[config.mk]
export PLATFORM = sky130hd
export DESIGN_NAME = run_list_block_allocator
export DESIGN_NICKNAME = d
export VERILOG_FILES = /design/src/rtl/rlba_pkg.sv /design/src/rtl/rlba_ram.sv /design/src/rtl/rlba_stat.sv /design/src/rtl/run_list_block_allocator.sv
export SDC_FILE = /design/constraint.sdc
export NUM_CORES = 2
export LEC_CHECK = 0
export BUFFER_PORTS_ARGS = -buffer_cell sky130_fd_sc_hd__clkbuf_2
export CORE_MARGIN = 5
export CORE_UTILIZATION = 50
export DETAILED_ROUTE_END_ITERATION = 6
export GPL_TIMING_DRIVEN = 0
export HOLD_SLACK_MARGIN = 0.15
export PLACE_DENSITY = 0.66
export SKIP_CTS_REPAIR_TIMING = 1
export SLEW_MARGIN = 20
export SYNTH_ARGS = -nofsm -noshare
export SYNTH_HDL_FRONTEND = slang
export SYNTH_SLANG_ARGS = --single-unit
[constraint.sdc]
create_clock -name clk -period 6.4 [get_ports clk]
set_input_delay 0.32 -clock clk [delete_from_list [all_inputs] [get_ports clk]]
set_output_delay 0.32 -clock clk [all_outputs]
set_load 0.005 [all_outputs]
[src/rtl/rlba_pkg.sv]
`timescale 1ns / 1ps
// ----------------------------------------------------------------------------
// rlba_pkg
// Shared types and constants for the run-list block allocator.
// ----------------------------------------------------------------------------
package rlba_pkg;

	localparam int MAX_RUNS = 32;
	localparam int IDX_W    = $clog2(MAX_RUNS);
	localparam int CNT_W    = IDX_W + 1;
	localparam int BLK_W    = 16;
	localparam int END_W    = BLK_W + 1;

	localparam logic [1:0] MODE_ALLOC = 2'd0;
	localparam logic [1:0] MODE_FREE  = 2'd1;

	localparam logic [1:0] ST_OK        = 2'd0;
	localparam logic [1:0] ST_FULL      = 2'd1;
	localparam logic [1:0] ST_NOT_ALLOC = 2'd2;
	localparam logic [1:0] ST_TBL_FULL  = 2'd3;

	typedef struct packed {
		logic [END_W-1:0] e;
		logic [BLK_W-1:0] s;
	} run_t;

	localparam int RUN_W = $bits(run_t);

	typedef struct packed {
		logic [1:0]       status;
		logic             ok;
		logic             wr;
		logic [IDX_W-1:0] wr_idx;
		run_t             wr_run;
		logic             rm;
		logic             ins;
		logic [CNT_W-1:0] pos;
		run_t             nrun;
		logic [BLK_W-1:0] grant;
	} dec_t;

endpackage

[src/rtl/rlba_ram.sv]
`timescale 1ns / 1ps
// ----------------------------------------------------------------------------
// rlba_ram
// Generic single-write, single-read RAM with registered read data.
// ----------------------------------------------------------------------------
module rlba_ram #(
	parameter int WIDTH = 8,
	parameter int DEPTH = 16,
	parameter int AW    = $clog2(DEPTH)
) (
	input  logic             clk,
	input  logic             we,
	input  logic [AW-1:0]    waddr,
	input  logic [WIDTH-1:0] wdata,
	input  logic [AW-1:0]    raddr,
	output logic [WIDTH-1:0] rdata
);

	logic [WIDTH-1:0] mem [DEPTH];

	always_ff @(posedge clk) begin
		if (we) begin
			mem[waddr] <= wdata;
		end
		rdata <= mem[raddr];
	end

endmodule

[src/rtl/rlba_stat.sv]
`timescale 1ns / 1ps
// ----------------------------------------------------------------------------
// rlba_stat
// Capacity check and lowest free block from the counters and the head run.
// ----------------------------------------------------------------------------
module rlba_stat import rlba_pkg::*; (
	input  logic [BLK_W-1:0] total,
	input  logic [END_W-1:0] count,
	input  logic [BLK_W-1:0] amount,
	input  run_t             head,
	input  logic [CNT_W-1:0] used,
	output logic             enough,
	output logic [BLK_W-1:0] next_free
);

	logic signed [END_W:0] avail;

	// gaps telescope: free = total - allocated
	assign avail     = $signed({1'b0, total} - {1'b0, count});
	assign enough    = $signed({2'b00, amount}) <= avail;
	assign next_free = (used != '0 && head.s == '0) ? head.e[BLK_W-1:0] : '0;

endmodule

[src/rtl/run_list_block_allocator.sv]
`timescale 1ns / 1ps
// ----------------------------------------------------------------------------
// run_list_block_allocator
// Sorted run table allocator: lowest-free allocate, free with remove/trim/split, query.
// ----------------------------------------------------------------------------
// Channel | Dir | Fields (low bit up)
// s_*     | in  | tuser: mode[1:0]; tdata: block_index[15:0], amount[31:16]
// m_*     | out | tdata: status, granted_block, enough_free, allocated_count,
//         |     |        next_free, run_count, zero pad to 64
// cfg_*   | in  | wdata: total_blocks[15:0]
//
// Query reads the head run only. Allocate reads runs 0 and 1, then shifts runs
// on merge or insert. Free searches runs in order, then shifts runs on remove
// or split; each shifted run is one read and one write.
// Every step uses the single run-table RAM port pair, one access per step.
// Reset clears run count and allocated count; table contents need no clear.
// A waiting result holds the sequencer before the next result is loaded.
// ----------------------------------------------------------------------------
module run_list_block_allocator import rlba_pkg::*; (
	input  logic        clk,
	input  logic        arst_n,
	input  logic        cfg_we,
	input  logic [15:0] cfg_wdata,   // total_blocks
	input  logic        s_tvalid,
	output logic        s_tready,
	input  logic [1:0]  s_tuser,     // mode
	input  logic [31:0] s_tdata,     // block_index, amount
	output logic        m_tvalid,
	input  logic        m_tready,
	output logic [63:0] m_tdata      // status, granted_block, enough_free,
	                                 // allocated_count, next_free, run_count
);

	localparam logic [3:0] S_IDLE   = 4'd0;
	localparam logic [3:0] S_A_RD0  = 4'd1;
	localparam logic [3:0] S_A_RD1  = 4'd2;
	localparam logic [3:0] S_A_DEC  = 4'd3;
	localparam logic [3:0] S_F_RD   = 4'd4;
	localparam logic [3:0] S_F_CHK  = 4'd5;
	localparam logic [3:0] S_SH_CHK = 4'd6;
	localparam logic [3:0] S_SH_RD  = 4'd7;
	localparam logic [3:0] S_SH_WR  = 4'd8;
	localparam logic [3:0] S_INS_W  = 4'd9;
	localparam logic [3:0] S_H_RD   = 4'd10;
	localparam logic [3:0] S_H_CAP  = 4'd11;

	logic [3:0]       state_q;
	logic [BLK_W-1:0] total_q;
	logic [CNT_W-1:0] used_q;
	logic [END_W-1:0] count_q;
	logic [1:0]       mode_q;
	logic [BLK_W-1:0] blk_q;
	logic [BLK_W-1:0] amt_q;
	logic [1:0]       status_q;
	logic [BLK_W-1:0] grant_q;
	logic [CNT_W-1:0] ptr_q;
	logic [CNT_W-1:0] k_q;
	logic [CNT_W-1:0] p_q;
	logic             rm_q;
	run_t             new_q;
	run_t             r0_q;
	logic [63:0]      out_q;
	logic             out_v_q;

	logic             ram_we;
	logic [IDX_W-1:0] ram_waddr;
	run_t             ram_wdata;
	logic [IDX_W-1:0] ram_raddr;
	run_t             rd;
	logic [RUN_W-1:0] rd_bits;
	dec_t             dec;
	logic             hit;
	logic             enough;
	logic [BLK_W-1:0] next_free;
	logic [CNT_W-1:0] k_inc;
	logic [CNT_W-1:0] k_dec;
	logic [END_W-1:0] cand;
	logic             out_load;

	assign rd    = run_t'(rd_bits);
	assign k_inc = k_q + 1'b1;
	assign k_dec = k_q - 1'b1;
	assign hit   = rd.s <= blk_q && rd.e > {1'b0, blk_q};
	assign cand  = (used_q == '0 || r0_q.s != '0) ? '0 : r0_q.e;

	assign out_load = state_q == S_H_CAP && (!out_v_q || m_tready);

	assign s_tready = state_q == S_IDLE;
	assign m_tvalid = out_v_q;
	assign m_tdata  = out_q;

	rlba_ram #(.WIDTH(RUN_W), .DEPTH(MAX_RUNS)) u_tbl (
		.clk   (clk),
		.we    (ram_we),
		.waddr (ram_waddr),
		.wdata (ram_wdata),
		.raddr (ram_raddr),
		.rdata (rd_bits)
	);

	rlba_stat u_stat (
		.total     (total_q),
		.count     (count_q),
		.amount    (amt_q),
		.head      (rd),
		.used      (used_q),
		.enough    (enough),
		.next_free (next_free)
	);

	// decision for the current request
	always_comb begin
		dec        = '0;
		dec.status = ST_OK;
		if (state_q == S_A_DEC) begin
			if (cand >= {1'b0, total_q}) begin
				dec.status = ST_FULL;
			end else if (used_q == '0) begin
				dec.ok   = 1'b1;
				dec.ins  = 1'b1;
				dec.nrun = '{e: END_W'(1), s: '0};
			end else if (r0_q.s != '0) begin
				if (r0_q.s == BLK_W'(1)) begin
					dec.ok     = 1'b1;
					dec.wr     = 1'b1;
					dec.wr_run = '{e: r0_q.e, s: '0};
				end else if (used_q >= CNT_W'(MAX_RUNS)) begin
					dec.status = ST_TBL_FULL;
				end else begin
					dec.ok   = 1'b1;
					dec.ins  = 1'b1;
					dec.nrun = '{e: END_W'(1), s: '0};
				end
			end else if (used_q > CNT_W'(1) &&
			             ({1'b0, r0_q.e} + 1'b1) >= {2'b00, rd.s}) begin
				dec.ok     = 1'b1;
				dec.wr     = 1'b1;
				dec.wr_run = '{e: rd.e, s: '0};
				dec.rm     = 1'b1;
				dec.pos    = CNT_W'(1);
			end else begin
				dec.ok     = 1'b1;
				dec.wr     = 1'b1;
				dec.wr_run = '{e: r0_q.e + 1'b1, s: '0};
			end
			if (dec.ok) begin
				dec.grant = cand[BLK_W-1:0];
			end
		end else if (state_q == S_F_CHK && hit) begin
			dec.wr_idx = ptr_q[IDX_W-1:0];
			if (({1'b0, rd.s} + 1'b1) == rd.e) begin
				dec.ok  = 1'b1;
				dec.rm  = 1'b1;
				dec.pos = ptr_q;
			end else if (rd.s == blk_q) begin
				dec.ok     = 1'b1;
				dec.wr     = 1'b1;
				dec.wr_run = '{e: rd.e, s: rd.s + 1'b1};
			end else if ((rd.e - 1'b1) == {1'b0, blk_q}) begin
				dec.ok     = 1'b1;
				dec.wr     = 1'b1;
				dec.wr_run = '{e: rd.e - 1'b1, s: rd.s};
			end else if (used_q >= CNT_W'(MAX_RUNS)) begin
				dec.status = ST_TBL_FULL;
			end else begin
				dec.ok     = 1'b1;
				dec.wr     = 1'b1;
				dec.wr_run = '{e: {1'b0, blk_q}, s: rd.s};
				dec.ins    = 1'b1;
				dec.pos    = ptr_q + 1'b1;
				dec.nrun   = '{e: rd.e, s: blk_q + 1'b1};
			end
		end
	end

	// table port muxing
	always_comb begin
		ram_we    = 1'b0;
		ram_waddr = dec.wr_idx;
		ram_wdata = dec.wr_run;
		ram_raddr = '0;
		unique case (state_q)
			S_A_RD1: ram_raddr = IDX_W'(1);
			S_F_RD:  ram_raddr = ptr_q[IDX_W-1:0];
			S_A_DEC, S_F_CHK: ram_we = dec.wr;
			S_SH_RD: ram_raddr = rm_q ? k_inc[IDX_W-1:0] : k_dec[IDX_W-1:0];
			S_SH_WR: begin
				ram_we    = 1'b1;
				ram_waddr = k_q[IDX_W-1:0];
				ram_wdata = rd;
			end
			S_INS_W: begin
				ram_we    = 1'b1;
				ram_waddr = p_q[IDX_W-1:0];
				ram_wdata = new_q;
			end
			default: ram_raddr = '0;
		endcase
	end

	always_ff @(posedge clk or negedge arst_n) begin
		if (!arst_n) begin
			state_q <= S_IDLE;
			total_q <= '0;
			used_q  <= '0;
			count_q <= '0;
			out_v_q <= 1'b0;
		end else begin
			if (cfg_we) begin
				total_q <= cfg_wdata;
			end
			if (out_load) begin
				out_v_q <= 1'b1;
			end else if (m_tready) begin
				out_v_q <= 1'b0;
			end
			unique case (state_q)
				S_IDLE: begin
					if (s_tvalid) begin
						mode_q   <= s_tuser;
						blk_q    <= s_tdata[15:0];
						amt_q    <= s_tdata[31:16];
						status_q <= ST_OK;
						grant_q  <= '0;
						ptr_q    <= '0;
						if (s_tuser == MODE_ALLOC) begin
							state_q <= S_A_RD0;
						end else if (s_tuser == MODE_FREE) begin
							if (used_q == '0) begin
								status_q <= ST_NOT_ALLOC;
								state_q  <= S_H_RD;
							end else begin
								state_q <= S_F_RD;
							end
						end else begin
							state_q <= S_H_RD;
						end
					end
				end
				S_A_RD0: state_q <= S_A_RD1;
				S_A_RD1: begin
					r0_q    <= rd;
					state_q <= S_A_DEC;
				end
				S_F_RD: state_q <= S_F_CHK;
				S_A_DEC, S_F_CHK: begin
					if (state_q == S_F_CHK && !hit) begin
						if (ptr_q + 1'b1 < used_q) begin
							ptr_q   <= ptr_q + 1'b1;
							state_q <= S_F_RD;
						end else begin
							status_q <= ST_NOT_ALLOC;
							state_q  <= S_H_RD;
						end
					end else begin
						status_q <= dec.status;
						grant_q  <= dec.grant;
						rm_q     <= dec.rm;
						p_q      <= dec.pos;
						new_q    <= dec.nrun;
						k_q      <= dec.rm ? dec.pos : used_q;
						if (dec.ok) begin
							count_q <= (mode_q == MODE_ALLOC) ? count_q + 1'b1 :
							                                    count_q - 1'b1;
						end
						state_q <= (dec.rm || dec.ins) ? S_SH_CHK : S_H_RD;
					end
				end
				S_SH_CHK: begin
					if (rm_q) begin
						if (k_inc < used_q) begin
							state_q <= S_SH_RD;
						end else begin
							used_q  <= used_q - 1'b1;
							state_q <= S_H_RD;
						end
					end else begin
						state_q <= (k_q > p_q) ? S_SH_RD : S_INS_W;
					end
				end
				S_SH_RD: state_q <= S_SH_WR;
				S_SH_WR: begin
					k_q     <= rm_q ? k_inc : k_dec;
					state_q <= S_SH_CHK;
				end
				S_INS_W: begin
					used_q  <= used_q + 1'b1;
					state_q <= S_H_RD;
				end
				S_H_RD: state_q <= S_H_CAP;
				S_H_CAP: begin
					if (out_load) begin
						out_q   <= {7'd0, used_q, next_free, count_q[BLK_W-1:0],
						            enough, grant_q, status_q};
						state_q <= S_IDLE;
					end
				end
				default: state_q <= S_IDLE;
			endcase
		end
	end

	a_used_max: assert property (@(posedge clk) disable iff (!arst_n)
		used_q <= CNT_W'(MAX_RUNS))
		else $error("run count above table depth");

	a_empty: assert property (@(posedge clk) disable iff (!arst_n)
		state_q == S_IDLE |-> (used_q == '0) == (count_q == '0))
		else $error("run count and allocated count disagree");

	a_busy: assert property (@(posedge clk) disable iff (!arst_n)
		s_tvalid && s_tready |=> !s_tready)
		else $error("accepted item while busy");

	a_grant: assert property (@(posedge clk) disable iff (!arst_n)
		m_tvalid && m_tdata[1:0] != ST_OK |-> m_tdata[17:2] == '0)
		else $error("grant reported on failed request");

endmodule

==> impl_metrics.tcl <==
set metrics [dict create \
    pwr-share-comb_pct 32.8 \
    syn_area_mm2 0.05811 \
    drive_gt1_share_pct 20.70 \
    power_frac_seq_pct 38.6 \
    slew_viol_final 0 \
    cts.sinks 1327 \
    swShare_pct 34.13 \
    die_h_um 350.9 \
    portBuffers 113 \
    grt_pass1_wl_mm 242.4 \
    grt_max_degree 49 \
    min_period_over_period_pct 95.77 \
    synthCells 3777 \
    drt_iter0_markers 4187 \
    antenna_left 0 \
    required_ns 7.00 \
    routabilityCongestion 1.072 \
    wire_per_inst_um 28.71 \
    antenna_found_initial 6 \
    worst-endpoint-arrival_ns 6.73 \
    grt_pass1_vias 35340 \
    syn_avg_cell_area_um2 15.39 \
    holdWs_ns 0.1096 \
    slowest_stage "dfrtp_1" \
    pwr-share-clk_pct 28.6 \
    power.density_mw_per_mm2 415.1 \
    overflow 0 \
    rsz0062_at_grt "false" \
    synth-seq-cells 1327 \
    final.min_clock_period_ns 6.129 \
    run_status "completed" \
    die_area_mm2 0.1231 \
    synth_warnings 0 \
    synth_area_leaders "edfxtp_1, mux4_2, ha_1" \
    chipWidth_um 350.9 \
    vias 36340 \
    drt_wl_total_mm 169.5 \
    p_leak_uw 0.02416 \
    intPower_uw 18740 \
    tightest_slew_ns 1.208 \
    final_nets 4459 \
    yosysMostFrequentCell "edfxtp_1" \
    synthDistinctLibCells 101 \
    hold_viol_final 0 \
    async_flop_share_pct 3.316 \
    worstPathMaxFanout 11 \
    startpoint_type "register" \
    start_util_pct 50.21 \
    cts_tree "done" \
    synth-main-ff-cell "edfxtp_1" \
    core_mm2 0.1157 \
    hpwl_mm 121.4 \
    synthTopCellsByCount "edfxtp_1, nand2_1, mux4_2" \
    cts.reportedPaths.clkPinSlew_ns 0.07 \
    cp_cell_sequence "inv_1 -> ha_1 -> and2_1 -> clkbuf_1 -> nor3_1 -> clkbuf_2 -> clkbuf_1 -> and2_1 -> ha_1 -> a21o_1 -> a21o_1 -> a21oi_1 -> o211ai_1 -> a21oi_1 -> nand2_1 -> nor2_1 -> clkbuf_1 -> a21oi_1 -> o211ai_1 -> buf_4 -> buf_4" \
    slew_headroom_pct 18.59 \
    final_util_pct 59.23 \
    viasPerCell 6.155 \
    cap_violations 0 \
    first_pass_iters 6 \
    hp-class "input port to register" \
    clock_path_buffers 3 \
    vdd_ir_drop_max_uv 303.7 \
    cts_made_buffers 140 \
    rows 125 \
    setup_viol 0 \
    synth_top_area_share_pct 64.59 \
    io_pins 121 \
    critPathMaxStageDelay_ns 0.56 \
    synth_edf_count 1250 \
    fillers 8761 \
    clock.fmax_mhz 163.1 \
    htreeDepth 4 \
    path_class "register to register" \
    p_sw_uw 9710 \
    post-route-drc-count 0 \
    synthToLayoutAreaGrowth_pct 17.96 \
    end_kind "register" \
    ys_seq_area_share_pct 67.62 \
    synth_top_cell_by_area "edfxtp_1" \
    ctsRootBufferMaster "clkbuf_16" \
    finClkSkew_ns 0.03428 \
    track_usage_pct 27.28 \
    clkLatencyLatePin_ns 0.77 \
]
cell usage in the layout, fill, tap and decap left out, types with 43 or more instances in the layout:
cell type and n:
o21ai_0 122, buf_4 103, buf_1 48, nand3_1 233
nand2_1 422, inv_1 115, a21oi_1 85, edfxtp_1 1250
clkbuf_16 141, dlygate4sd3_1 54, ha_1 138, clkbuf_1 148
nor2_1 144, clkbuf_2 118, xnor2_1 76, mux4_2 264
dfrtp_1 43
sequential cells by signal (all words and copies together) (netlist names), 17 cells and up:
register,cells
count_q,17
u_tbl.mem,1056
m_tdata,57
r0_q,33
new_q,33
u_tbl.rdata,33
logic make-up (layout without fill, tap and decap cells):
| kind of cell | count (synthesis) | in the layout | share of synthesized area, % |
|---|---|---|---|
| buffers and inverters | 322 | 915 | 2.211 |
| multiplexers | 309 | 309 | 11.03 |
| adder cells (fa/ha/maj) | 140 | 140 | 3.040 |
| AND/OR/NAND/NOR | 1123 | 1123 | 9.172 |
| other | 1 | 12 | 0.006453 |
| XOR/XNOR | 112 | 112 | 1.738 |
| AO/OA/AOI/OAI | 443 | 443 | 5.174 |
| flip-flops | 1327 | 1327 | 67.62 |
power groups by stage:
stage                     combinational (µW)  sequential [µW]  clock, µW
after floorplan                         5890            10900          0
after detailed placement                9130            11100          0
after global routing                    9970            11000       8620
after CTS                               9190            10900       8260
final                                   9330            11000       8150
after global placement                  8620            11200          0
cell type report:
type / instances / area [µm²] / share of cell area (%)
Clock buffer: 175 / 3726 / 5.435
Antenna cell: 5 / 12.51 / 0.01825
Inverter: 117 / 439.2 / 0.6407
Sequential cell: 1327 / 39300 / 57.33
Tap cell: 1524 / 1907 / 2.782
Timing Repair Buffer: 340 / 3441 / 5.019
Buffer: 204 / 853.3 / 1.245
Clock inverter: 79 / 879.6 / 1.283
Multi-Input combinational cell: 2134 / 17990 / 26.25
layer usage:
metal / global-route usage, % / part of all wire, %
met1: 37.88 / 39
met2: 42.16 / 45
met3: 4.946 / 9.8
met4: 13.22 / 5.6
met5: 0 / 0.0077
through the flow:
stage / instances / setup slack [ns] / TNS, ns / cell area, µm² / power, µW
after floorplan: 3783 / 0.8394 / 0 / 58130 / 16810
after global placement: 5420 / -3.583 / -3337.46 / 60610 / 19850
after detailed placement: 5528 / -0.6719 / -279.45 / 62730 / 20260
after CTS: 5782 / -0.7177 / -305.48 / 67340 / 28380
after global routing: 5900 / 0.006882 / 0 / 68540 / 29600
final: 5905 / 0.2706 / 0 / 68550 / 28450
critical path, delay by kind of cell, from the launching register on:
kind                     cells  cell delay, ns
AO/OA/AOI/OAI                7            1.54
adder cells (fa/ha/maj)      2            0.54
buffers and inverters        7            1.85
flip-flops                   1            0.56
AND/OR/NAND/NOR              5            1.47
path summary, 6_finish.rpt:
path | startpoint | end | slack, ns | depth (start not counted)
setup reg to reg | used_q[0]$_DFFE_PN0P_ | u_tbl.mem[15][29]$_DFFE_PP_ | 0.27 | 21
hold / removal | s_tvalid | state_q[2]$_DFFE_PN0P_ | 0.11 | 3
setup / recovery | used_q[0]$_DFFE_PN0P_ | u_tbl.mem[15][29]$_DFFE_PP_ | 0.27 | 21
min in group asynchronous | arst_n | used_q[0]$_DFFE_PN0P_ | 0.16 | 2
hold reg to reg | grant_q[4]$_SDFFCE_PN0P_ | m_tdata[6]$_DFFE_PP_ | 0.40 | 0
max in group asynchronous | arst_n | count_q[10]$_DFFE_PN0P_ | 5.71 | 2
(Power assumes the default switching activity.)
